[src/hdl/rfa_pkg.sv]
// Shared types, constants and helpers for the reply frame assembler.
// No dependencies; imported by every module of the block.
`timescale 1ns / 1ps
`default_nettype none

package rfa_pkg;

    localparam int BYTE_W         = 8;
    localparam int WORD_W         = 32;
    localparam int HALF_W         = 16;
    localparam int COUNT_W        = 6;
    localparam int LEN_W          = 9;
    localparam int MAX_DATA_WORDS = 63;

    localparam int S_TDATA_W = 120;
    localparam int M_TDATA_W = 32;
    localparam int CFG_IDX_W = 2;

    localparam logic [BYTE_W-1:0] HEADER_BYTES     = 8'd11;
    localparam logic [BYTE_W-1:0] START_CHAR       = 8'h68;
    localparam logic [BYTE_W-1:0] END_CHAR         = 8'h16;
    localparam logic [BYTE_W-1:0] HOP_RESET        = 8'd13;
    localparam logic [BYTE_W-1:0] MAX_LENGTH_RESET = 8'd255;

    // register indexes
    localparam logic [CFG_IDX_W-1:0] CFG_MAX_LENGTH  = 2'd0;
    localparam logic [CFG_IDX_W-1:0] CFG_HOP_INITIAL = 2'd1;

    // item kinds
    localparam logic CMD_START = 1'b0;
    localparam logic CMD_DATA  = 1'b1;

    // output job: up to four header words plus trailer
    localparam int JOB_WORDS = 5;
    localparam int JOB_IDX_W = $clog2(JOB_WORDS);

    localparam logic [JOB_IDX_W-1:0] IDX_FIRST        = 3'd0;
    localparam logic [JOB_IDX_W-1:0] IDX_DATA_TRAILER = 3'd1;
    localparam logic [JOB_IDX_W-1:0] IDX_HDR_LAST     = 3'd3;
    localparam logic [JOB_IDX_W-1:0] IDX_HDR_TRAILER  = 3'd4;

    typedef struct packed {
        logic                command;
        logic [BYTE_W-1:0]   control_field;
        logic [BYTE_W-1:0]   dest_subaddress;
        logic [HALF_W-1:0]   message_type;
        logic [HALF_W-1:0]   received_source;
        logic [HALF_W-1:0]   received_dest;
        logic [HALF_W-1:0]   sequence_number;
        logic [COUNT_W-1:0]  data_word_count;
        logic [WORD_W-1:0]   data_word;
    } rfa_item_t;

    typedef struct packed {
        logic [JOB_WORDS-1:0][WORD_W-1:0] words;
        logic [JOB_IDX_W-1:0]             last_idx;
        logic                             trailer;
        logic                             error;
    } rfa_job_t;

    // modulo-256 sum of the four bytes of a word
    function automatic logic [BYTE_W-1:0] byte_sum(input logic [WORD_W-1:0] w);
        return w[7:0] + w[15:8] + w[23:16] + w[31:24];
    endfunction

    function automatic logic [WORD_W-1:0] trailer_word(input logic [BYTE_W-1:0] cs);
        return {{(WORD_W-2*BYTE_W){1'b0}}, END_CHAR, cs};
    endfunction

endpackage

`default_nettype wire

[src/hdl/rfa_frame_ctrl.sv]
// Input register and frame state: builds the output job for each start beat and each data beat of an open frame.
// Depends on rfa_pkg.
`timescale 1ns / 1ps
`default_nettype none

module rfa_frame_ctrl
    import rfa_pkg::*;
(
    input  wire logic              clk,
    input  wire logic              rst_n,
    input  wire logic              in_valid,
    output logic                   in_ready,
    input  wire rfa_item_t         in_item,
    input  wire logic [BYTE_W-1:0] max_length,
    input  wire logic [BYTE_W-1:0] hop_initial,
    input  wire logic              job_free,
    output logic                   job_load,
    output rfa_job_t               job
);

    logic                 in_valid_reg, in_valid_next;
    rfa_item_t            item_reg;
    logic [COUNT_W-1:0]   words_remaining_reg, words_remaining_next;
    logic [BYTE_W-1:0]    running_checksum_reg, running_checksum_next;
    logic                 frame_active_reg, frame_active_next;

    logic                 in_moves;
    logic [LEN_W-1:0]     frame_len;
    logic                 oversize;
    logic [WORD_W-1:0]    w1, w2, w3, w4;
    logic [BYTE_W-1:0]    hdr_sum, data_sum;
    logic [COUNT_W-1:0]   remaining_dec;

    assign in_moves      = in_valid_reg && job_free;
    assign in_ready      = !in_valid_reg || job_free;
    assign in_valid_next = in_ready ? in_valid : in_valid_reg;

    assign frame_len = LEN_W'({item_reg.data_word_count, 2'b00}) + LEN_W'(HEADER_BYTES);
    assign oversize  = (frame_len > LEN_W'(max_length))
                    || (item_reg.data_word_count > COUNT_W'(MAX_DATA_WORDS));

    assign w1 = {frame_len[BYTE_W-1:0], frame_len[BYTE_W-1:0], START_CHAR, 8'h00};
    assign w2 = {item_reg.message_type[7:0], item_reg.dest_subaddress,
                 item_reg.control_field, START_CHAR};
    assign w3 = {item_reg.received_dest[7:0], item_reg.received_source,
                 item_reg.message_type[15:8]};
    assign w4 = {item_reg.sequence_number, hop_initial, item_reg.received_dest[15:8]};

    // sum starts at the control byte, so the start char of w2 is left out
    assign hdr_sum = item_reg.control_field + item_reg.dest_subaddress
                   + item_reg.message_type[7:0] + byte_sum(w3) + byte_sum(w4);
    assign data_sum      = running_checksum_reg + byte_sum(item_reg.data_word);
    assign remaining_dec = words_remaining_reg - COUNT_W'(1);

    always_comb
    begin
        words_remaining_next  = words_remaining_reg;
        running_checksum_next = running_checksum_reg;
        frame_active_next     = frame_active_reg;
        job_load              = 1'b0;
        job                   = '0;

        if (in_moves)
        begin
            if (item_reg.command == CMD_START)
            begin
                job_load = 1'b1;
                if (oversize)
                begin
                    words_remaining_next  = '0;
                    running_checksum_next = '0;
                    frame_active_next     = 1'b0;
                    job.last_idx          = IDX_FIRST;
                    job.error             = 1'b1;
                end
                else
                begin
                    job.words[0]          = w1;
                    job.words[1]          = w2;
                    job.words[2]          = w3;
                    job.words[3]          = w4;
                    running_checksum_next = hdr_sum;
                    if (item_reg.data_word_count == '0)
                    begin
                        // empty frame closes at once
                        job.words[4]         = trailer_word(hdr_sum);
                        job.last_idx         = IDX_HDR_TRAILER;
                        job.trailer          = 1'b1;
                        words_remaining_next = '0;
                        frame_active_next    = 1'b0;
                    end
                    else
                    begin
                        job.last_idx         = IDX_HDR_LAST;
                        words_remaining_next = item_reg.data_word_count;
                        frame_active_next    = 1'b1;
                    end
                end
            end
            else if (frame_active_reg)
            begin
                job_load              = 1'b1;
                job.words[0]          = item_reg.data_word;
                running_checksum_next = data_sum;
                words_remaining_next  = remaining_dec;
                if (remaining_dec == '0)
                begin
                    job.words[1]      = trailer_word(data_sum);
                    job.last_idx      = IDX_DATA_TRAILER;
                    job.trailer       = 1'b1;
                    frame_active_next = 1'b0;
                end
                else
                begin
                    job.last_idx = IDX_FIRST;
                end
            end
            // data while idle is dropped
        end
    end

    always_ff @(posedge clk or negedge rst_n)
    begin
        if (!rst_n)
        begin
            in_valid_reg         <= 1'b0;
            words_remaining_reg  <= '0;
            running_checksum_reg <= '0;
            frame_active_reg     <= 1'b0;
        end
        else
        begin
            in_valid_reg         <= in_valid_next;
            words_remaining_reg  <= words_remaining_next;
            running_checksum_reg <= running_checksum_next;
            frame_active_reg     <= frame_active_next;
        end
    end

    always_ff @(posedge clk)
    begin
        if (in_valid && in_ready)
        begin
            item_reg <= in_item;
        end
    end

    // a frame is open exactly while data words are still owed
    a_active_matches_count: assert property (@(posedge clk) disable iff (!rst_n)
        frame_active_reg == (words_remaining_reg != '0))
        else $error("frame_active out of step with words_remaining");

endmodule

`default_nettype wire

[src/hdl/rfa_out_seq.sv]
// Output job register: sends the words of one job, one beat per cycle while out_ready is high.
// Depends on rfa_pkg.
`timescale 1ns / 1ps
`default_nettype none

module rfa_out_seq
    import rfa_pkg::*;
(
    input  wire logic              clk,
    input  wire logic              rst_n,
    input  wire logic              job_load,
    input  wire rfa_job_t          job,
    output logic                   job_free,
    output logic                   out_valid,
    input  wire logic              out_ready,
    output logic [WORD_W-1:0]      out_word,
    output logic                   out_last,
    output logic                   out_error
);

    rfa_job_t              job_reg;
    logic                  job_valid_reg, job_valid_next;
    logic [JOB_IDX_W-1:0]  ptr_reg, ptr_next;
    logic                  at_last;
    logic                  beat_done;

    assign at_last   = (ptr_reg == job_reg.last_idx);
    assign beat_done = job_valid_reg && out_ready;
    assign job_free  = !job_valid_reg || (out_ready && at_last);

    assign out_valid = job_valid_reg;
    assign out_word  = job_reg.words[ptr_reg];
    assign out_last  = job_reg.trailer && at_last;
    assign out_error = job_reg.error;

    always_comb
    begin
        job_valid_next = job_valid_reg;
        ptr_next       = ptr_reg;
        if (job_load)
        begin
            job_valid_next = 1'b1;
            ptr_next       = IDX_FIRST;
        end
        else if (beat_done && at_last)
        begin
            job_valid_next = 1'b0;
        end
        else if (beat_done)
        begin
            ptr_next = ptr_reg + JOB_IDX_W'(1);
        end
    end

    always_ff @(posedge clk or negedge rst_n)
    begin
        if (!rst_n)
        begin
            job_valid_reg <= 1'b0;
            ptr_reg       <= '0;
        end
        else
        begin
            job_valid_reg <= job_valid_next;
            ptr_reg       <= ptr_next;
        end
    end

    always_ff @(posedge clk)
    begin
        if (job_load)
        begin
            job_reg <= job;
        end
    end

    a_ptr_in_job: assert property (@(posedge clk) disable iff (!rst_n)
        job_valid_reg |-> ptr_reg <= job_reg.last_idx)
        else $error("word pointer ran past end of job");

    a_error_single_beat: assert property (@(posedge clk) disable iff (!rst_n)
        (job_valid_reg && job_reg.error) |-> (!job_reg.trailer && job_reg.last_idx == IDX_FIRST))
        else $error("error job carries more than one beat");

endmodule

`default_nettype wire

[src/hdl/reply_frame_assembler.sv]
// An accepted beat waits in the input register until the output job register is free,
// then loads that register, which offers the job's first word on the output port.
// Throughput: one input beat per cycle while each yields one word and the output is
// ready; the single output port sets the rate: a start beat yields four words (five for
// an empty frame), the last data word two. Reset: idle, max_length 255, hop_initial 13.
// Depends on rfa_pkg, rfa_frame_ctrl and rfa_out_seq.
`timescale 1ns / 1ps
`default_nettype none

module reply_frame_assembler
    import rfa_pkg::*;
(
    input  wire logic                  clk,
    input  wire logic                  rst_n,
    input  wire logic                  s_axis_tvalid,
    output logic                       s_axis_tready,
    // control_field, dest_subaddress, message_type, received_source,
    // received_dest, sequence_number, data_word_count, data_word, zero pad
    input  wire logic [S_TDATA_W-1:0]  s_axis_tdata,
    // command
    input  wire logic [0:0]            s_axis_tuser,
    output logic                       m_axis_tvalid,
    input  wire logic                  m_axis_tready,
    // frame_word
    output logic [M_TDATA_W-1:0]       m_axis_tdata,
    output logic                       m_axis_tlast,
    // length_error
    output logic [0:0]                 m_axis_tuser,
    input  wire logic                  cfg_we,
    input  wire logic [CFG_IDX_W-1:0]  cfg_index,
    input  wire logic [BYTE_W-1:0]     cfg_data
);

    logic [BYTE_W-1:0] max_length_reg;
    logic [BYTE_W-1:0] hop_initial_reg;
    rfa_item_t         item;
    rfa_job_t          job;
    logic              job_load;
    logic              job_free;
    logic              out_error;

    assign item.command         = s_axis_tuser[0];
    assign item.control_field   = s_axis_tdata[7:0];
    assign item.dest_subaddress = s_axis_tdata[15:8];
    assign item.message_type    = s_axis_tdata[31:16];
    assign item.received_source = s_axis_tdata[47:32];
    assign item.received_dest   = s_axis_tdata[63:48];
    assign item.sequence_number = s_axis_tdata[79:64];
    assign item.data_word_count = s_axis_tdata[85:80];
    assign item.data_word       = s_axis_tdata[117:86];

    always_ff @(posedge clk or negedge rst_n)
    begin
        if (!rst_n)
        begin
            max_length_reg  <= MAX_LENGTH_RESET;
            hop_initial_reg <= HOP_RESET;
        end
        else if (cfg_we)
        begin
            unique case (cfg_index)
                CFG_MAX_LENGTH:  max_length_reg  <= cfg_data;
                CFG_HOP_INITIAL: hop_initial_reg <= cfg_data;
                default:         ;
            endcase
        end
    end

    rfa_frame_ctrl u_ctrl (
        .clk         (clk),
        .rst_n       (rst_n),
        .in_valid    (s_axis_tvalid),
        .in_ready    (s_axis_tready),
        .in_item     (item),
        .max_length  (max_length_reg),
        .hop_initial (hop_initial_reg),
        .job_free    (job_free),
        .job_load    (job_load),
        .job         (job)
    );

    rfa_out_seq u_out (
        .clk       (clk),
        .rst_n     (rst_n),
        .job_load  (job_load),
        .job       (job),
        .job_free  (job_free),
        .out_valid (m_axis_tvalid),
        .out_ready (m_axis_tready),
        .out_word  (m_axis_tdata),
        .out_last  (m_axis_tlast),
        .out_error (out_error)
    );

    assign m_axis_tuser[0] = out_error;

    a_load_only_when_free: assert property (@(posedge clk) disable iff (!rst_n)
        job_load |-> job_free)
        else $error("job loaded over one still being sent");

endmodule

`default_nettype wire

[config.mk]
export PLATFORM = sky130hd
export DESIGN_NAME = reply_frame_assembler
export DESIGN_NICKNAME = d
export VERILOG_FILES = /design/src/hdl/rfa_pkg.sv /design/src/hdl/rfa_frame_ctrl.sv /design/src/hdl/rfa_out_seq.sv /design/src/hdl/reply_frame_assembler.sv
export SDC_FILE = /design/constraint.sdc
export NUM_CORES = 1
export LEC_CHECK = 0
export BUFFER_PORTS_ARGS = -buffer_cell sky130_fd_sc_hd__buf_2
export CAP_MARGIN = 20
export CORE_MARGIN = 1.5
export CORE_UTILIZATION = 59
export DETAILED_ROUTE_END_ITERATION = 16
export PLACE_DENSITY_LB_ADDON = 0.25
export RECOVER_POWER = 25
export REMOVE_ABC_BUFFERS = 1
export SKIP_LAST_GASP = 1
export SLEW_MARGIN = 20
export SYNTH_ARGS = -nofsm -noshare
export SYNTH_HDL_FRONTEND = slang
export SYNTH_SLANG_ARGS = --single-unit
[constraint.sdc]
create_clock -name clk -period 6 [get_ports clk]
set_input_delay 0.3 -clock clk [delete_from_list [all_inputs] [get_ports clk]]
set_output_delay 0.3 -clock clk [all_outputs]
set_load 0.03 [all_outputs]
* Word level (Yosys, flattened, before mapping)
Cells that the tools add are included.
** Word-level totals
- Register bits after elaboration :: 301
- Bits of input ports :: 136
- Output and inout port bits :: 36
- Word-level logic and storage cells :: 109
** Cells by class
- $add $sub $neg :: 17
- Magnitude comparators :: 3
- Equal/unequal tests :: 4
- Muxes and demuxes :: 34
- Bitwise logic cells :: 2
- Reductions and logical operators :: 23
** Operators by type and width (number)
- 68-bit 2-to-1 mux :: 2
- 8-bit adder :: 14
- 32-bit binary-select mux with 3-bit select :: 1
- 64-bit 2-to-1 mux :: 1
- 32-bit 2-to-1 mux :: 1
- 13-bit 2-to-1 mux :: 2
- 6-bit 2-to-1 mux :: 4
- 8-bit 2-to-1 mux :: 3
- 1-bit 2-to-1 mux :: 15
- 3-bit 2-to-1 mux :: 5
- 6-bit zero test :: 2
- 8-bit by 4-bit adder with 9-bit output, second input constant :: 1
- 9-bit by 8-bit greater-than comparator with 1-bit output :: 1
- 2-bit AND reduction :: 4
- 6-bit greater-than comparator, second input constant :: 1
- 1-bit logical AND :: 6
- 6-bit by 1-bit subtractor with 6-bit output, second input constant :: 1
- 3-bit by 4-bit < comparator with 1-bit output, second input constant :: 1
- 2-bit inequality test, second input constant :: 2
- 2-bit nonzero test :: 2
- 4-bit OR reduction :: 1
- 3-bit by 1-bit adder with 3-bit output, second input constant :: 1
- 3-bit == test :: 1
- 1-bit logical OR :: 3
- 6 further kinds :: 8

* Longest topological paths before layout
- Depth after elaboration :: 7
- Depth in mapped cells :: 20
- Gate-level depth less buffers :: 20

* By module
From an unflattened synthesis, not the netlist that was laid out.
** Second synthesis, totals
- Cells, all modules :: 1105
- Area, all modules :: 15673.8 sq um
** Modules (own cells, without submodules)
- rfa_frame_ctrl :: times used 1, cells each 729, area each 8443.1 sq um, sequential area each 3973.8 sq um
- rfa_out_seq :: times used 1, cells each 342, area each 6606.3 sq um, sequential area each 5054.8 sq um
- reply_frame_assembler :: times used 1, cells each 34, area each 624.3 sq um, sequential area each 414.1 sq um

* Least setup slack after synthesis
No wires, ideal clock.
- Path type :: register to register
- Start point :: register u_out.ptr_reg[0]
- End point :: register u_ctrl.item_reg[0] (netlist name), enable pin
- Setup time :: 0.491 ns
- Data arrival time :: 4.238 ns
- Data required time :: 5.509 ns
- Path slack :: 1.271 ns
- Cell stages (with the launch flop) :: 7
- Path buffers :: 1
- Clock period less this slack :: 4.729 ns
- Cell sequence :: dfrtp_1 buf_6 xor2_1 o41ai_2 inv_1 nand2_1 and2_1
** Between the ends
- Word-level cells in the longest chain between the ends :: 5
** RTL lines
- start: declaration :: line rfa_out_seq.sv:23 : logic [JOB_IDX_W-1:0] ptr_reg, ptr_next;
- start signal: assignment :: line rfa_out_seq.sv:65 : ptr_reg <= ptr_next;
- 3-bit == test :: line rfa_out_seq.sv:27 : assign at_last = (ptr_reg == job_reg.last_idx);
- 1-bit logical AND :: line rfa_out_seq.sv:29 : assign job_free = !job_valid_reg || (out_ready && at_last);
- 1-bit logical OR :: line rfa_out_seq.sv:29
- 1-bit logical OR :: line rfa_frame_ctrl.sv:35 : assign in_ready = !in_valid_reg || job_free;
- net s_axis_tready :: line reply_frame_assembler.sv:16 : output logic s_axis_tready,
- 1-bit logical AND :: line rfa_frame_ctrl.sv:142 : if (in_valid && in_ready)
- end signal: assignment :: line rfa_frame_ctrl.sv:144 : item_reg <= in_item;
- end: declaration :: line rfa_frame_ctrl.sv:22 : rfa_item_t item_reg;
The timed path passes the listed nets, and every way through them passes these cells.
A chain may end at the register's enable or synchronous reset.

* Worst setup path after layout
- Start point :: register hop_initial_reg[3]
- End point :: register u_ctrl.running_checksum_reg[7]
** Between the ends
- Word-level cells in the longest chain between the ends :: 6
** RTL lines
- start: declaration :: line reply_frame_assembler.sv:35 : logic [BYTE_W-1:0] hop_initial_reg;
- start signal: assignment :: line reply_frame_assembler.sv:63 : CFG_HOP_INITIAL: hop_initial_reg <= cfg_data;
- 8-bit adder (3 in a row) :: line rfa_pkg.sv:63 : return w[7:0] + w[15:8] + w[23:16] + w[31:24];
- 8-bit adder :: line rfa_frame_ctrl.sv:51 : + item_reg.message_type[7:0] + byte_sum(w3) + byte_sum(w4);
- 8-bit 2-to-1 mux :: line rfa_frame_ctrl.sv:68 : if (oversize)
- 8-bit 2-to-1 mux :: line rfa_frame_ctrl.sv:65 : if (item_reg.command == CMD_START)
- end signal: assignment :: line rfa_frame_ctrl.sv:135 : running_checksum_reg <= running_checksum_next;
- end: declaration :: line rfa_frame_ctrl.sv:24 : logic [BYTE_W-1:0] running_checksum_reg, running_checksum_next;
Every way passes these cells.

==> impl_metrics.tcl <==
set metrics [dict create \
    netlist-cell-type-count 52 \
    ys.warnings.count 0 \
    portBuffers 169 \
    clock_path_buffers 3 \
    cp-end-kind "register" \
    viasPerCell 5.489 \
    hp-start "cfg_data[1]" \
    layout_common_cells "260 x edfxtp_1, 160 x buf_2, 128 x dlygate4sd3_1" \
    crit_required_ps 6390 \
    fin_ws_ps 951.2 \
    outcome "finished with violations" \
    root_buffer "clkbuf_16" \
    cts_resized 0 \
    overflow 0 \
    clock.fmax_ghz 0.1981 \
    arrival_ps 5440 \
    cts_tree "done" \
    grt_first_pass_wirelength_microns 53850 \
    wl_met2_microns 17120 \
    dp.final_hpwl_microns 21050 \
    wl_microns 34120 \
    routed.top_layer "met4" \
    cts_setup_buffers 0 \
    rows 56 \
    post-route-util_pct 75.05 \
    start_kind "register" \
    remaining_drc_errors 0 \
    largest_reg_flops 140 \
    hold_class "in2reg" \
    slew_viol_final 37 \
    num_vias 9084 \
    grt_pass1_vias 10040 \
    fin_crit_sh_pct 84.15 \
    startpoint "hop_initial_reg[3]" \
    period_needed_ps 5049 \
    ys_dominant_reg_cell "edfxtp_1" \
    crit_top_cell "fa_1" \
    cts.htree.levels 1 \
    rsz0062_at_grt "false" \
    reg2reg_from "hop_initial_reg[3]" \
    gp_congestion 0.8576 \
    cap_violations 1 \
    clk-insertion-delay-late_ps 560 \
    finalSetupTns_ps 0 \
    path_class "reg2reg" \
    grt_util_all_layers_pct 27.88 \
    drt_iter0_drc 860 \
    worst_slew_pin_slew_ps 2330 \
    syn_avg_cell_area_sq_um 14.22 \
    start_util_pct 60.78 \
    met1_length_microns 13270 \
    die_x_microns 159.2 \
    fillCellCount 1471 \
    whs_ps 16.54 \
    antenna_found_initial 2 \
    clkTransAtPathRegs_ps 60 \
    relSlewSlack_pct -55.35 \
    synth_edf_count 260 \
    synth-seq-area-share_pct 60.60 \
    final_hold_viol_count 0 \
    postRouteAntennaNets 0 \
    grt_start_max_net_pins 93 \
    core_sq_um 23680 \
    nets 1552 \
    path_cells "inv_1 > fa_1 > inv_1 > fa_1 > fa_1 > fa_1 > inv_1 > fa_1 > inv_1 > ha_1 > a21o_1 > a21oi_1 > o21bai_1 > a21oi_1 > xnor2_1 > xnor2_1 > o221ai_1" \
    layout_commonest_cell "edfxtp_1" \
    crit_slowest_cell "fa_1" \
    drive_above_1_share_pct 20.69 \
    wire_per_inst_microns 20.61 \
    areaGrowthSynthToFinish_pct 23.48 \
    setup_viol 0 \
    syn_inst 1012 \
    slowest_delay_ps 540 \
    ys_async_sr_fraction_pct 12.16 \
    synth_seq_cells 296 \
    io_pins 172 \
    violations "max-capacitance violations, max-slew violations" \
    cts.sink_count 296 \
    die_area_sq_um 25340 \
    dr_wl_met3_microns 2426 \
    skew_ps 14.13 \
    post-place-ws_ps 959.4 \
    netlist_area_sq_um 14390 \
    drt_first_pass_iters 5 \
    crit_fanout 2 \
    cts_made_buffers 31 \
    fp.dieH_microns 159.2 \
]
## cells by family (layout without fill, tap and decap cells)
logic type	count (synthesis)	count (layout)	share of synthesized area, %
xor gates and xnor gates	46	46	2.799
adders and majority gates	105	105	13.14
muxes	52	52	5.798
AOI/OAI and AO/OA	95	95	4.042
buffers and inverters	165	487	4.737
DFF	296	296	60.60
and+or+nand+nor	253	253	8.884
other	0	2	0
## worst max-delay path: cells and delay by family (launching register included)
family | cells | cell delay, ps
buf+inv | 4 | 220
compound gates | 5 | 950
flops | 1 | 530
fa+ha+maj | 6 | 2780
xor+xnor | 2 | 390
## what timing repair did
item | 4_1_cts | 5_1_grt
hold endpoints to repair | 157 | 0
hold buffers | 128 | 0
endpoints found under the setup margin | 0 | 0
## cells in the mapped netlist (2+ instances only)
cell type	n	share of area [%]
edfxtp_1	260	54
inv_1	123	3.2
fa_1	77	11
nor2_1	75	2.0
and3_1	64	2.8
nand2_1	48	1.3
a21oi_1	36	1.3
xnor2_1	35	2.1
ha_1	28	2.4
dfrtp_1	25	4.3
mux4_2	24	3.8
clkbuf_1	23	0.60
nor2b_1	23	1.0
o21ai_0	22	0.76
and2_1	17	0.74
mux2i_1	17	1.2
dfstp_2	11	2.0
mux2_2	11	0.86
xor2_1	11	0.67
buf_2	8	0.28
o22ai_1	8	0.35
nand3_1	7	0.24
a21o_1	6	0.31
buf_6	5	0.39
a31oi_1	4	0.17
buf_4	4	0.21
nand2b_1	3	0.13
nor3_1	3	0.10
o21bai_1	3	0.16
a211oi_1	2	0.10
a21oi_2	2	0.12
a22o_1	2	0.12
a22oi_1	2	0.10
buf_1	2	0.052
nand2_2	2	0.087
nand4_1	2	0.087
nor2_2	2	0.087
## area by class of cell
type	instances	area (sq um)	share of cell area, %
multi-input cells	551	5002	28.15
repair buffers	308	2207	12.42
diodes	2	5.005	0.02816
clock buffers	35	790.8	4.449
inverters	123	461.7	2.598
flip-flops and latches	296	8723	49.08
well taps	319	399.1	2.246
clock inverters	21	183.9	1.035
## metal layers
metal	vias up	track usage, %
li1	4111	-
met2	392	48.31
met1	4505	35.23
met3	76	5.184
met4	0	10.38
met5	-	0
## metrics by stage
stage               cell area, sq um  instances
floorplan                      14170        970
global placement               15530       1469
detailed placement             15530       1469
CTS                            17780       1653
global route                   17770       1654
finish                         17770       1655
## worst paths after layout
path | endpoint | depth (start not counted) | slack (ps)
max in group asynchronous | u_out.ptr_reg[0] | 2 | 3500
min in group asynchronous | u_ctrl.running_checksum_reg[4] | 2 | 1000
max reg2reg | u_ctrl.running_checksum_reg[7] | 17 | 950
min | max_length_reg[1] | 2 | 20
min reg2reg | max_length_reg[4] | 2 | 520
max | u_ctrl.running_checksum_reg[7] | 17 | 950
Power is left out: the tool's default activity adds up to more than one toggle a clock period on the data nets, which glitch-free logic cannot reach.
